$ cat config.mk
export PLATFORM = sky130hd
export DESIGN_NAME = score_mean_variance_stddev
export DESIGN_NICKNAME = d
export VERILOG_FILES = /design/src/smvs_pkg.sv /design/src/smvs_div.sv /design/src/smvs_sqrt.sv /design/src/smvs_datapath.sv /design/src/smvs_ctrl.sv /design/src/score_mean_variance_stddev.sv
export SDC_FILE = /design/constraint.sdc
export NUM_CORES = 2
export LEC_CHECK = 0
export BUFFER_PORTS_ARGS = -buffer_cell sky130_fd_sc_hd__buf_2
export CAP_MARGIN = 25
export CORE_UTILIZATION = 70
export CTS_BUF_LIST = sky130_fd_sc_hd__clkbuf_8
export DETAILED_ROUTE_END_ITERATION = 7
export MAX_ROUTING_LAYER = met4
export PLACE_DENSITY = 0.95
export SLEW_MARGIN = 0
export SYNTH_ARGS = -nofsm -noshare
export SYNTH_HDL_FRONTEND = slang
export SYNTH_SLANG_ARGS = --single-unit
$ cat constraint.sdc
create_clock -name clk -period 22.3 [get_ports clk]
set_input_delay 1.115 -clock clk [delete_from_list [all_inputs] [get_ports clk]]
set_output_delay 1.115 -clock clk [all_outputs]
set_load 0.005 [all_outputs]
$ cat src/smvs_pkg.sv
// Shared widths, constants, command codes and control structs for the score statistics block.
package smvs_pkg;

    localparam int MAX_COUNT = 1024;
    localparam int FRAC_BITS = 16;

    localparam int SCORE_W = 7;
    localparam int SQ_W    = 2 * SCORE_W;
    localparam int CNT_W   = 11;
    localparam int SUM_W   = 17;
    localparam int SQS_W   = 24;
    localparam int PA_W    = CNT_W + SQS_W;      // n * sum of squares
    localparam int PB_W    = 2 * SUM_W;          // sum squared
    localparam int NN_W    = 21;                 // n * n, n <= 1024
    localparam int D_W     = 34;                 // n*sumsq - sum^2
    localparam int DVD_W   = D_W + FRAC_BITS;    // widest dividend
    localparam int DVS_W   = NN_W;               // widest divisor
    localparam int ROOT_W  = (D_W + 2 * FRAC_BITS) / 2;
    localparam int RAD_W   = 2 * ROOT_W;
    localparam int MEAN_W  = 23;
    localparam int VAR_W   = 28;
    localparam int STD_W   = 22;
    localparam int OUT_W   = CNT_W + MEAN_W + VAR_W + STD_W;
    localparam int OUT_BYTES_W = ((OUT_W + 7) / 8) * 8;

    localparam logic [SCORE_W-1:0] SCORE_TOP = SCORE_W'(100);

    // divider operand / result select
    localparam logic [1:0] DIV_MEAN = 2'd0;
    localparam logic [1:0] DIV_VAR  = 2'd1;
    localparam logic [1:0] DIV_STD  = 2'd2;

    typedef struct packed {
        logic       accept;
        logic       mul;
        logic       sub;
        logic       div_start;
        logic       sqrt_start;
        logic [1:0] div_sel;
        logic       div_store;
        logic       load_out;
    } smvs_cmd_t;

    typedef struct packed {
        logic div_busy;
        logic sqrt_busy;
        logic out_free;
    } smvs_status_t;

endpackage

$ cat src/smvs_div.sv
// Restoring divider, one quotient bit per cycle.
module smvs_div
    import smvs_pkg::*;
(
    input  logic             clk,
    input  logic             rst_n,
    input  logic             start,
    input  logic [DVD_W-1:0] dividend,
    input  logic [DVS_W-1:0] divisor,
    output logic             busy,
    output logic [DVD_W-1:0] quotient
);

    localparam int STEP_W = $clog2(DVD_W);

    logic              busy_reg;
    logic [STEP_W-1:0] step_reg;
    logic [DVD_W-1:0]  dvd_reg;
    logic [DVS_W-1:0]  dvs_reg;
    logic [DVS_W-1:0]  rem_reg;
    logic [DVS_W:0]    rem_shift;
    logic              fits;

    assign rem_shift = {rem_reg, dvd_reg[DVD_W-1]};
    assign fits      = rem_shift >= {1'b0, dvs_reg};

    always_ff @(posedge clk or negedge rst_n)
    begin
        if (!rst_n)
        begin
            busy_reg <= 1'b0;
            step_reg <= '0;
        end
        else if (start)
        begin
            busy_reg <= 1'b1;
            step_reg <= '0;
        end
        else if (busy_reg)
        begin
            step_reg <= step_reg + 1'b1;
            if (step_reg == STEP_W'(DVD_W - 1))
                busy_reg <= 1'b0;
        end
    end

    // quotient bits shift into the dividend register from the bottom
    always_ff @(posedge clk)
    begin
        if (start)
        begin
            dvd_reg <= dividend;
            dvs_reg <= divisor;
            rem_reg <= '0;
        end
        else if (busy_reg)
        begin
            dvd_reg <= {dvd_reg[DVD_W-2:0], fits};
            rem_reg <= fits ? DVS_W'(rem_shift - {1'b0, dvs_reg}) : DVS_W'(rem_shift);
        end
    end

    assign busy     = busy_reg;
    assign quotient = dvd_reg;

endmodule

$ cat src/smvs_sqrt.sv
// Integer square root of d * 2^32, two radicand bits per cycle.
module smvs_sqrt
    import smvs_pkg::*;
(
    input  logic              clk,
    input  logic              rst_n,
    input  logic              start,
    input  logic [D_W-1:0]    radicand,
    output logic              busy,
    output logic [ROOT_W-1:0] root
);

    localparam int STEP_W = $clog2(ROOT_W);
    localparam int REM_W  = ROOT_W + 2;

    logic              busy_reg;
    logic [STEP_W-1:0] step_reg;
    logic [RAD_W-1:0]  rad_reg;
    logic [REM_W-1:0]  rem_reg;
    logic [ROOT_W-1:0] root_reg;
    logic [REM_W+1:0]  rem_shift;
    logic [REM_W-1:0]  trial;
    logic              fits;

    assign rem_shift = {rem_reg, rad_reg[RAD_W-1:RAD_W-2]};
    assign trial     = {root_reg, 2'b01};
    assign fits      = rem_shift >= {2'b00, trial};

    always_ff @(posedge clk or negedge rst_n)
    begin
        if (!rst_n)
        begin
            busy_reg <= 1'b0;
            step_reg <= '0;
        end
        else if (start)
        begin
            busy_reg <= 1'b1;
            step_reg <= '0;
        end
        else if (busy_reg)
        begin
            step_reg <= step_reg + 1'b1;
            if (step_reg == STEP_W'(ROOT_W - 1))
                busy_reg <= 1'b0;
        end
    end

    always_ff @(posedge clk)
    begin
        if (start)
        begin
            rad_reg  <= {radicand, (RAD_W - D_W)'(0)};
            rem_reg  <= '0;
            root_reg <= '0;
        end
        else if (busy_reg)
        begin
            rad_reg  <= {rad_reg[RAD_W-3:0], 2'b00};
            rem_reg  <= fits ? REM_W'(rem_shift - {2'b00, trial}) : REM_W'(rem_shift);
            root_reg <= {root_reg[ROOT_W-2:0], fits};
        end
    end

    assign busy = busy_reg;
    assign root = root_reg;

endmodule

$ cat src/smvs_datapath.sv
// Accumulators, products, divider and root units, and the result register.
module smvs_datapath
    import smvs_pkg::*;
(
    input  logic                   clk,
    input  logic                   rst_n,
    input  smvs_cmd_t              cmd,
    output smvs_status_t           status,
    input  logic [7:0]             s_tdata,
    input  logic                   s_tlast,
    output logic                   m_tvalid,
    input  logic                   m_tready,
    output logic [OUT_BYTES_W-1:0] m_tdata,
    output logic                   m_tuser
);

    logic [SCORE_W-1:0] score_sat;
    logic [SQ_W-1:0]    score_sq;
    logic               room;

    logic [CNT_W-1:0] count_reg, count_next;
    logic [SUM_W-1:0] sum_reg, sum_next;
    logic [SQS_W-1:0] sqs_reg, sqs_next;
    logic             drop_reg, drop_next;

    logic [CNT_W-1:0] n_reg;
    logic [SUM_W-1:0] s_reg;
    logic [SQS_W-1:0] q_reg;
    logic             dropped_reg;

    logic [PA_W-1:0] pa_reg;
    logic [PB_W-1:0] pb_reg;
    logic [NN_W-1:0] nn_reg;
    logic [D_W-1:0]  d_reg;

    logic [MEAN_W-1:0] mean_reg;
    logic [VAR_W-1:0]  var_reg;
    logic [STD_W-1:0]  std_reg;

    logic [DVD_W-1:0]  dvd;
    logic [DVS_W-1:0]  dvs;
    logic [DVD_W-1:0]  quot;
    logic [ROOT_W-1:0] root;
    logic              div_busy;
    logic              sqrt_busy;

    logic               out_valid_reg;
    logic [OUT_W-1:0]   out_data_reg;
    logic               out_user_reg;

    assign score_sat = (s_tdata[SCORE_W-1:0] > SCORE_TOP) ? SCORE_TOP : s_tdata[SCORE_W-1:0];
    assign score_sq  = {{SCORE_W{1'b0}}, score_sat} * {{SCORE_W{1'b0}}, score_sat};
    assign room      = count_reg < CNT_W'(MAX_COUNT);

    always_comb
    begin
        count_next = count_reg;
        sum_next   = sum_reg;
        sqs_next   = sqs_reg;
        drop_next  = drop_reg;
        if (room)
        begin
            count_next = count_reg + 1'b1;
            sum_next   = sum_reg + SUM_W'(score_sat);
            sqs_next   = sqs_reg + SQS_W'(score_sq);
        end
        else
            drop_next = 1'b1;
    end

    // accumulators clear when the last score of a set is taken
    always_ff @(posedge clk or negedge rst_n)
    begin
        if (!rst_n)
        begin
            count_reg <= '0;
            sum_reg   <= '0;
            sqs_reg   <= '0;
            drop_reg  <= 1'b0;
        end
        else if (cmd.accept)
        begin
            if (s_tlast)
            begin
                count_reg <= '0;
                sum_reg   <= '0;
                sqs_reg   <= '0;
                drop_reg  <= 1'b0;
            end
            else
            begin
                count_reg <= count_next;
                sum_reg   <= sum_next;
                sqs_reg   <= sqs_next;
                drop_reg  <= drop_next;
            end
        end
    end

    always_ff @(posedge clk)
    begin
        if (cmd.accept && s_tlast)
        begin
            n_reg       <= count_next;
            s_reg       <= sum_next;
            q_reg       <= sqs_next;
            dropped_reg <= drop_next;
        end
        if (cmd.mul)
        begin
            pa_reg <= {{SQS_W{1'b0}}, n_reg} * {{CNT_W{1'b0}}, q_reg};
            pb_reg <= {{SUM_W{1'b0}}, s_reg} * {{SUM_W{1'b0}}, s_reg};
            nn_reg <= NN_W'({{CNT_W{1'b0}}, n_reg} * {{CNT_W{1'b0}}, n_reg});
        end
        if (cmd.sub)
            d_reg <= D_W'(pa_reg - {1'b0, pb_reg});
        if (cmd.div_store)
        begin
            case (cmd.div_sel)
                DIV_MEAN: mean_reg <= quot[MEAN_W-1:0];
                DIV_VAR:  var_reg  <= quot[VAR_W-1:0];
                DIV_STD:  std_reg  <= quot[STD_W-1:0];
                default: ;
            endcase
        end
    end

    always_comb
    begin
        case (cmd.div_sel)
            DIV_MEAN:
            begin
                dvd = DVD_W'({s_reg, {FRAC_BITS{1'b0}}});
                dvs = DVS_W'(n_reg);
            end
            DIV_VAR:
            begin
                dvd = {d_reg, {FRAC_BITS{1'b0}}};
                dvs = nn_reg;
            end
            DIV_STD:
            begin
                dvd = DVD_W'(root);
                dvs = DVS_W'(n_reg);
            end
            default:
            begin
                dvd = '0;
                dvs = DVS_W'(1);
            end
        endcase
    end

    smvs_div u_div (
        .clk      (clk),
        .rst_n    (rst_n),
        .start    (cmd.div_start),
        .dividend (dvd),
        .divisor  (dvs),
        .busy     (div_busy),
        .quotient (quot)
    );

    smvs_sqrt u_sqrt (
        .clk      (clk),
        .rst_n    (rst_n),
        .start    (cmd.sqrt_start),
        .radicand (d_reg),
        .busy     (sqrt_busy),
        .root     (root)
    );

    always_ff @(posedge clk or negedge rst_n)
    begin
        if (!rst_n)
            out_valid_reg <= 1'b0;
        else if (cmd.load_out)
            out_valid_reg <= 1'b1;
        else if (m_tready)
            out_valid_reg <= 1'b0;
    end

    always_ff @(posedge clk)
    begin
        if (cmd.load_out)
        begin
            out_data_reg <= {std_reg, var_reg, mean_reg, n_reg};
            out_user_reg <= dropped_reg;
        end
    end

    assign status.div_busy  = div_busy;
    assign status.sqrt_busy = sqrt_busy;
    assign status.out_free  = !out_valid_reg || m_tready;

    assign m_tvalid = out_valid_reg;
    assign m_tdata  = OUT_BYTES_W'(out_data_reg);
    assign m_tuser  = out_user_reg;

endmodule

$ cat src/smvs_ctrl.sv
// Sequencer: accumulate, form products, run divisions and root, hand off the result.
module smvs_ctrl
    import smvs_pkg::*;
(
    input  logic         clk,
    input  logic         rst_n,
    input  logic         s_tvalid,
    input  logic         s_tlast,
    output logic         s_tready,
    output smvs_cmd_t    cmd,
    input  smvs_status_t status
);

    localparam logic [3:0] ST_ACC       = 4'd0;
    localparam logic [3:0] ST_MUL       = 4'd1;
    localparam logic [3:0] ST_SUB       = 4'd2;
    localparam logic [3:0] ST_GO_MEAN   = 4'd3;
    localparam logic [3:0] ST_WAIT_MEAN = 4'd4;
    localparam logic [3:0] ST_GO_VAR    = 4'd5;
    localparam logic [3:0] ST_WAIT_VAR  = 4'd6;
    localparam logic [3:0] ST_GO_STD    = 4'd7;
    localparam logic [3:0] ST_WAIT_STD  = 4'd8;
    localparam logic [3:0] ST_OUT       = 4'd9;

    logic [3:0] state_reg, state_next;

    always_ff @(posedge clk or negedge rst_n)
    begin
        if (!rst_n)
            state_reg <= ST_ACC;
        else
            state_reg <= state_next;
    end

    always_comb
    begin
        state_next     = state_reg;
        cmd            = '0;
        cmd.div_sel    = DIV_MEAN;
        s_tready       = 1'b0;
        unique case (state_reg)
            ST_ACC:
            begin
                s_tready   = 1'b1;
                cmd.accept = s_tvalid;
                if (s_tvalid && s_tlast)
                    state_next = ST_MUL;
            end
            ST_MUL:
            begin
                cmd.mul    = 1'b1;
                state_next = ST_SUB;
            end
            ST_SUB:
            begin
                cmd.sub    = 1'b1;
                state_next = ST_GO_MEAN;
            end
            ST_GO_MEAN:
            begin
                cmd.div_start  = 1'b1;
                cmd.sqrt_start = 1'b1;
                state_next     = ST_WAIT_MEAN;
            end
            ST_WAIT_MEAN:
            begin
                if (!status.div_busy && !status.sqrt_busy)
                begin
                    cmd.div_store = 1'b1;
                    state_next    = ST_GO_VAR;
                end
            end
            ST_GO_VAR:
            begin
                cmd.div_sel   = DIV_VAR;
                cmd.div_start = 1'b1;
                state_next    = ST_WAIT_VAR;
            end
            ST_WAIT_VAR:
            begin
                cmd.div_sel = DIV_VAR;
                if (!status.div_busy)
                begin
                    cmd.div_store = 1'b1;
                    state_next    = ST_GO_STD;
                end
            end
            ST_GO_STD:
            begin
                cmd.div_sel   = DIV_STD;
                cmd.div_start = 1'b1;
                state_next    = ST_WAIT_STD;
            end
            ST_WAIT_STD:
            begin
                cmd.div_sel = DIV_STD;
                if (!status.div_busy)
                begin
                    cmd.div_store = 1'b1;
                    state_next    = ST_OUT;
                end
            end
            ST_OUT:
            begin
                // wait here only while the previous result is still unclaimed
                if (status.out_free)
                begin
                    cmd.load_out = 1'b1;
                    state_next   = ST_ACC;
                end
            end
            default:
                state_next = ST_ACC;
        endcase
    end

endmodule

$ cat src/score_mean_variance_stddev.sv
// Top level: population mean, variance and standard deviation of a set of scores.
//
//  channel  | direction | sideband | payload
//  ---------+-----------+----------+-------------------------------------------------
//  s_*      | in        | tlast    | score (7 b), tlast ends the set
//  m_*      | out       | tuser    | count, mean, variance, stddev (Q.16), tuser = dropped
//
//  Scores are taken one per cycle while a set accumulates. After the last score s_tready
//  stays low through products and difference, mean division with the root alongside,
//  variance division, stddev division and result load. Each division is a start, 50
//  one-bit steps of the shared divider and a store. A finished result waits in the
//  output register while the next set accumulates; the next result stalls only if that
//  register is still full. Reset clears all sets.
module score_mean_variance_stddev
    import smvs_pkg::*;
(
    input  logic                   clk,
    input  logic                   rst_n,
    input  logic                   s_tvalid,
    output logic                   s_tready,
    input  logic [7:0]             s_tdata,   // [6:0] score
    input  logic                   s_tlast,
    output logic                   m_tvalid,
    input  logic                   m_tready,
    output logic [OUT_BYTES_W-1:0] m_tdata,   // [10:0] score_count, [33:11] mean_fixed,
                                              // [61:34] variance_fixed, [83:62] stddev_fixed
    output logic                   m_tuser    // [0] too_many
);

    smvs_cmd_t    cmd;
    smvs_status_t status;

    smvs_ctrl u_ctrl (
        .clk      (clk),
        .rst_n    (rst_n),
        .s_tvalid (s_tvalid),
        .s_tlast  (s_tlast),
        .s_tready (s_tready),
        .cmd      (cmd),
        .status   (status)
    );

    smvs_datapath u_datapath (
        .clk      (clk),
        .rst_n    (rst_n),
        .cmd      (cmd),
        .status   (status),
        .s_tdata  (s_tdata),
        .s_tlast  (s_tlast),
        .m_tvalid (m_tvalid),
        .m_tready (m_tready),
        .m_tdata  (m_tdata),
        .m_tuser  (m_tuser)
    );

endmodule

==> impl_metrics.yaml <==
min_path:
  holdCritPathClass: "input port to async pin"
global_routing:
  grtUsageMet2_pct: 58.7
  grt_pass1_vias: 37600
  grt_usage_pct: 35.9
  grt_pass1_wl_um: 191000
  met3_usage_pct: 7.68
  grtUsageMet1_pct: 41.1
  grt_max_degree: 76
  grt.busiest_layer: "met2"
  overflow: 0
  antenna_found_initial: 4
worst_setup_path:
  cp_cell_sequence: "inv_1 > nor2_1 > fa_1 > inv_1 > fa_1 > fa_1 > inv_1 > ha_1 > fa_1 > inv_1 > fa_1 > inv_1 > ha_1 > o21ai_0 > nand2b_1 > a21oi_1 > a21oi_1 > a211o_1 > nand2_1 > o21ai_0 > a211oi_1 > a311oi_1"
  cp_slowest_cell: "edfxtp_1"
  critical_path_buf_inv_count: 5
  required_ns: 22.87
  rrSetupSlack_ns: 15.01
  cp_max_fo: 18
  critPathMaxStageDelay_ns: 1.05
  cp.arrival_ns: 7.86
  startpoint_type: "flop"
  r2r_cells: 22
  r2r_start: "u_datapath.s_reg[2]"
  critPathCaptureType: "flop"
  criticalPathCategory: "flop to flop"
  critical_path_depth: 22
  path_delay_family: "adder cells"
  worstReg2RegEnd: "u_datapath.pb_reg[33]"
logic_synthesis:
  synthTopCellsByCount: "inv_1 (721), nand2_1 (583), fa_1 (481), edfxtp_1 (437), ha_1 (364)"
  synth_cells: 4664
  ys_ff_latch: 598
  syn_area_per_cell_um2: 10.3
  synth_top_area_share_pct: 27.3
  synth_area_leaders: "edfxtp_1 (27%), fa_1 (20%), ha_1 (9.5%)"
  ys_seq_area_share_pct: 34.7
  ys.flop_type: "edfxtp_1"
  yosysMostFrequentCell: "inv_1"
  synth_top_cell_by_area: "edfxtp_1"
  syn_area_um2: 48100
  async_flop_share_pct: 12.0
  synth_edf_count: 437
  yosysUniqueCellTypes: 97
  yosysWarnings: 0
sta:
  timing.fmax_mhz: 137
  rsz0062_at_grt: "no"
  fin_skew_ns: 0.0432
  setup_viol: 0
  relSlewSlack_pct: 28.6
  post-route-min-period_ns: 7.29
  finalCritPeriodShare_pct: 32.7
  finalHoldViolCount: 0
  tightest_slew_ns: 1.07
  setup-tns-final_ns: 0
  slew_viol_final: 0
clock_network:
  numCtsBuffers: 95
  cts_sinks: 598
  post_cts_buffers: 0
  clk_pin_slew_ns: 0.07
  clk_latency_ns: 0.76
  cts_resized: 0
  clockRootBuffer: "clkbuf_8"
  cts_max_path_buffers: 3
  cts-htree-levels: 3
  tritoncts: "done"
  cts-hold-fix-buffers: 0
flow_run:
  cap_violations: 0
layout:
  fin_util_pct: 75.8
  multiInputGateArea_um2: 28000
  final-seq-area_um2: 16700
  fillers: 3800
  largest_register_ffs: 84
  synthToLayoutAreaGrowth_pct: 6.62
  layout-drive-gt1-share_pct: 7.95
  nNetsFinal: 5571
floorplan:
  core_um2: 67600
  die_h_um: 264
  ios: 104
  die_w_um: 264
  row_count: 95
  initial_core_util_pct: 71.1
  dieArea_um2: 69800
drt:
  drtPass1Iterations: 6
  drc_errors: 0
  drt_iter0_drc: 3830
  drtAntennaViolNets: 0
  viasPerCell: 6.29
  wl_per_cell_um: 20.9
  via_count: 35600
  drt-total-wl_um: 118000
pwr:
  p_int_mw: 1.71
  clkPwrFrac_pct: 42.6
  p_sw_share_pct: 24.5
  p_leak_nw: 23.7
  ir_drop_v: 0.0000623
  sequentialPowerShare_pct: 52.2
  powerDensity_nw_per_um2: 44.3
  power_frac_comb_pct: 5.2
  power_switching_mw: 0.556
placement:
  port_buffers: 98
  place.gp.congestion: 0.924
  dp_hpwl_um: 80700
status:
  status: "complete, no violations"
==> cell usage in the layout, fill, tap and decap left out, types with 46 or more instances in the layout <==
cell type,instances
xor2_1,78
a21oi_1,184
nand3_1,57
dfrtp_1,71
nand2_1,583
clkbuf_8,99
ha_1,364
inv_1,739
and2_1,204
xnor2_1,140
buf_4,46
a21o_1,100
fa_1,481
dfxtp_1,89
o21ai_0,155
buf_2,97
nor2_1,208
mux2i_1,74
edfxtp_1,437
==> cells by family (layout without fill, tap and decap cells) <==
| logic type | count (synthesis) | in the layout | share of synthesized area, % |
|---|---|---|---|
| buffers and inverters | 918 | 1043 | 7.31 |
| DFF | 598 | 598 | 34.7 |
| AOI/OAI and AO/OA | 742 | 742 | 10.5 |
| muxes | 93 | 93 | 1.98 |
| adders and majority gates | 845 | 845 | 29.5 |
| other | 1 | 8 | 0.00780 |
| xor gates and xnor gates | 218 | 218 | 3.97 |
| and+or+nand+nor | 1249 | 1249 | 12.0 |
==> layout make-up <==
cell class,count,share of cell area (%)
multi-input cells,3151,54.5
flip-flops and latches,598,32.6
inverters,723,5.29
clock buffers,99,2.66
well taps,873,2.13
repair buffers,144,1.67
clock inverters,77,1.13
diodes,4,0.0195
==> worst max path at each step <==
stage	startpoint	slack, ns	to
global route	u_datapath.s_reg[2]	14.71	u_datapath.pb_reg[33]
finish	u_datapath.s_reg[2]	15.01	u_datapath.pb_reg[33]
CTS	u_datapath.s_reg[2]	15.16	u_datapath.pb_reg[33]
floorplan	s_tlast	15.09	u_datapath.dropped_reg
global placement	u_datapath.s_reg[2]	15.38	u_datapath.pb_reg[30]
detailed placement	u_datapath.s_reg[13]	15.20	u_datapath.pb_reg[30]
==> power by group through the flow <==
stage,combinational (mW),clock [mW],sequential (mW)
after floorplan,0.0839,0,1.21
after global placement,0.105,0,1.21
after detailed placement,0.111,0,1.21
after CTS,0.114,0.972,1.19
after global routing,0.131,1.02,1.18
final,0.119,0.966,1.19
==> metrics by stage <==
stage,instances,instance area [um2],total power [mW],setup WS (ns),hold slack [ns]
floorplan,4667,48100,1.29,15.09,0.400
global placement,5486,49300,1.31,15.38,0.401
detailed placement,5488,49300,1.32,15.20,0.405
CTS,5664,51300,2.27,15.16,0.364
global route,5669,51300,2.33,14.71,0.185
finish,5669,51300,2.27,15.01,0.193
==> metal layers <==
metal,vias up,wire length [um]
met5,-,0
met4,0,7590
met3,643,11600
met2,2189,58200
met1,17300,41100
li1,15500,-
Power figures use the tool's default switching activity.
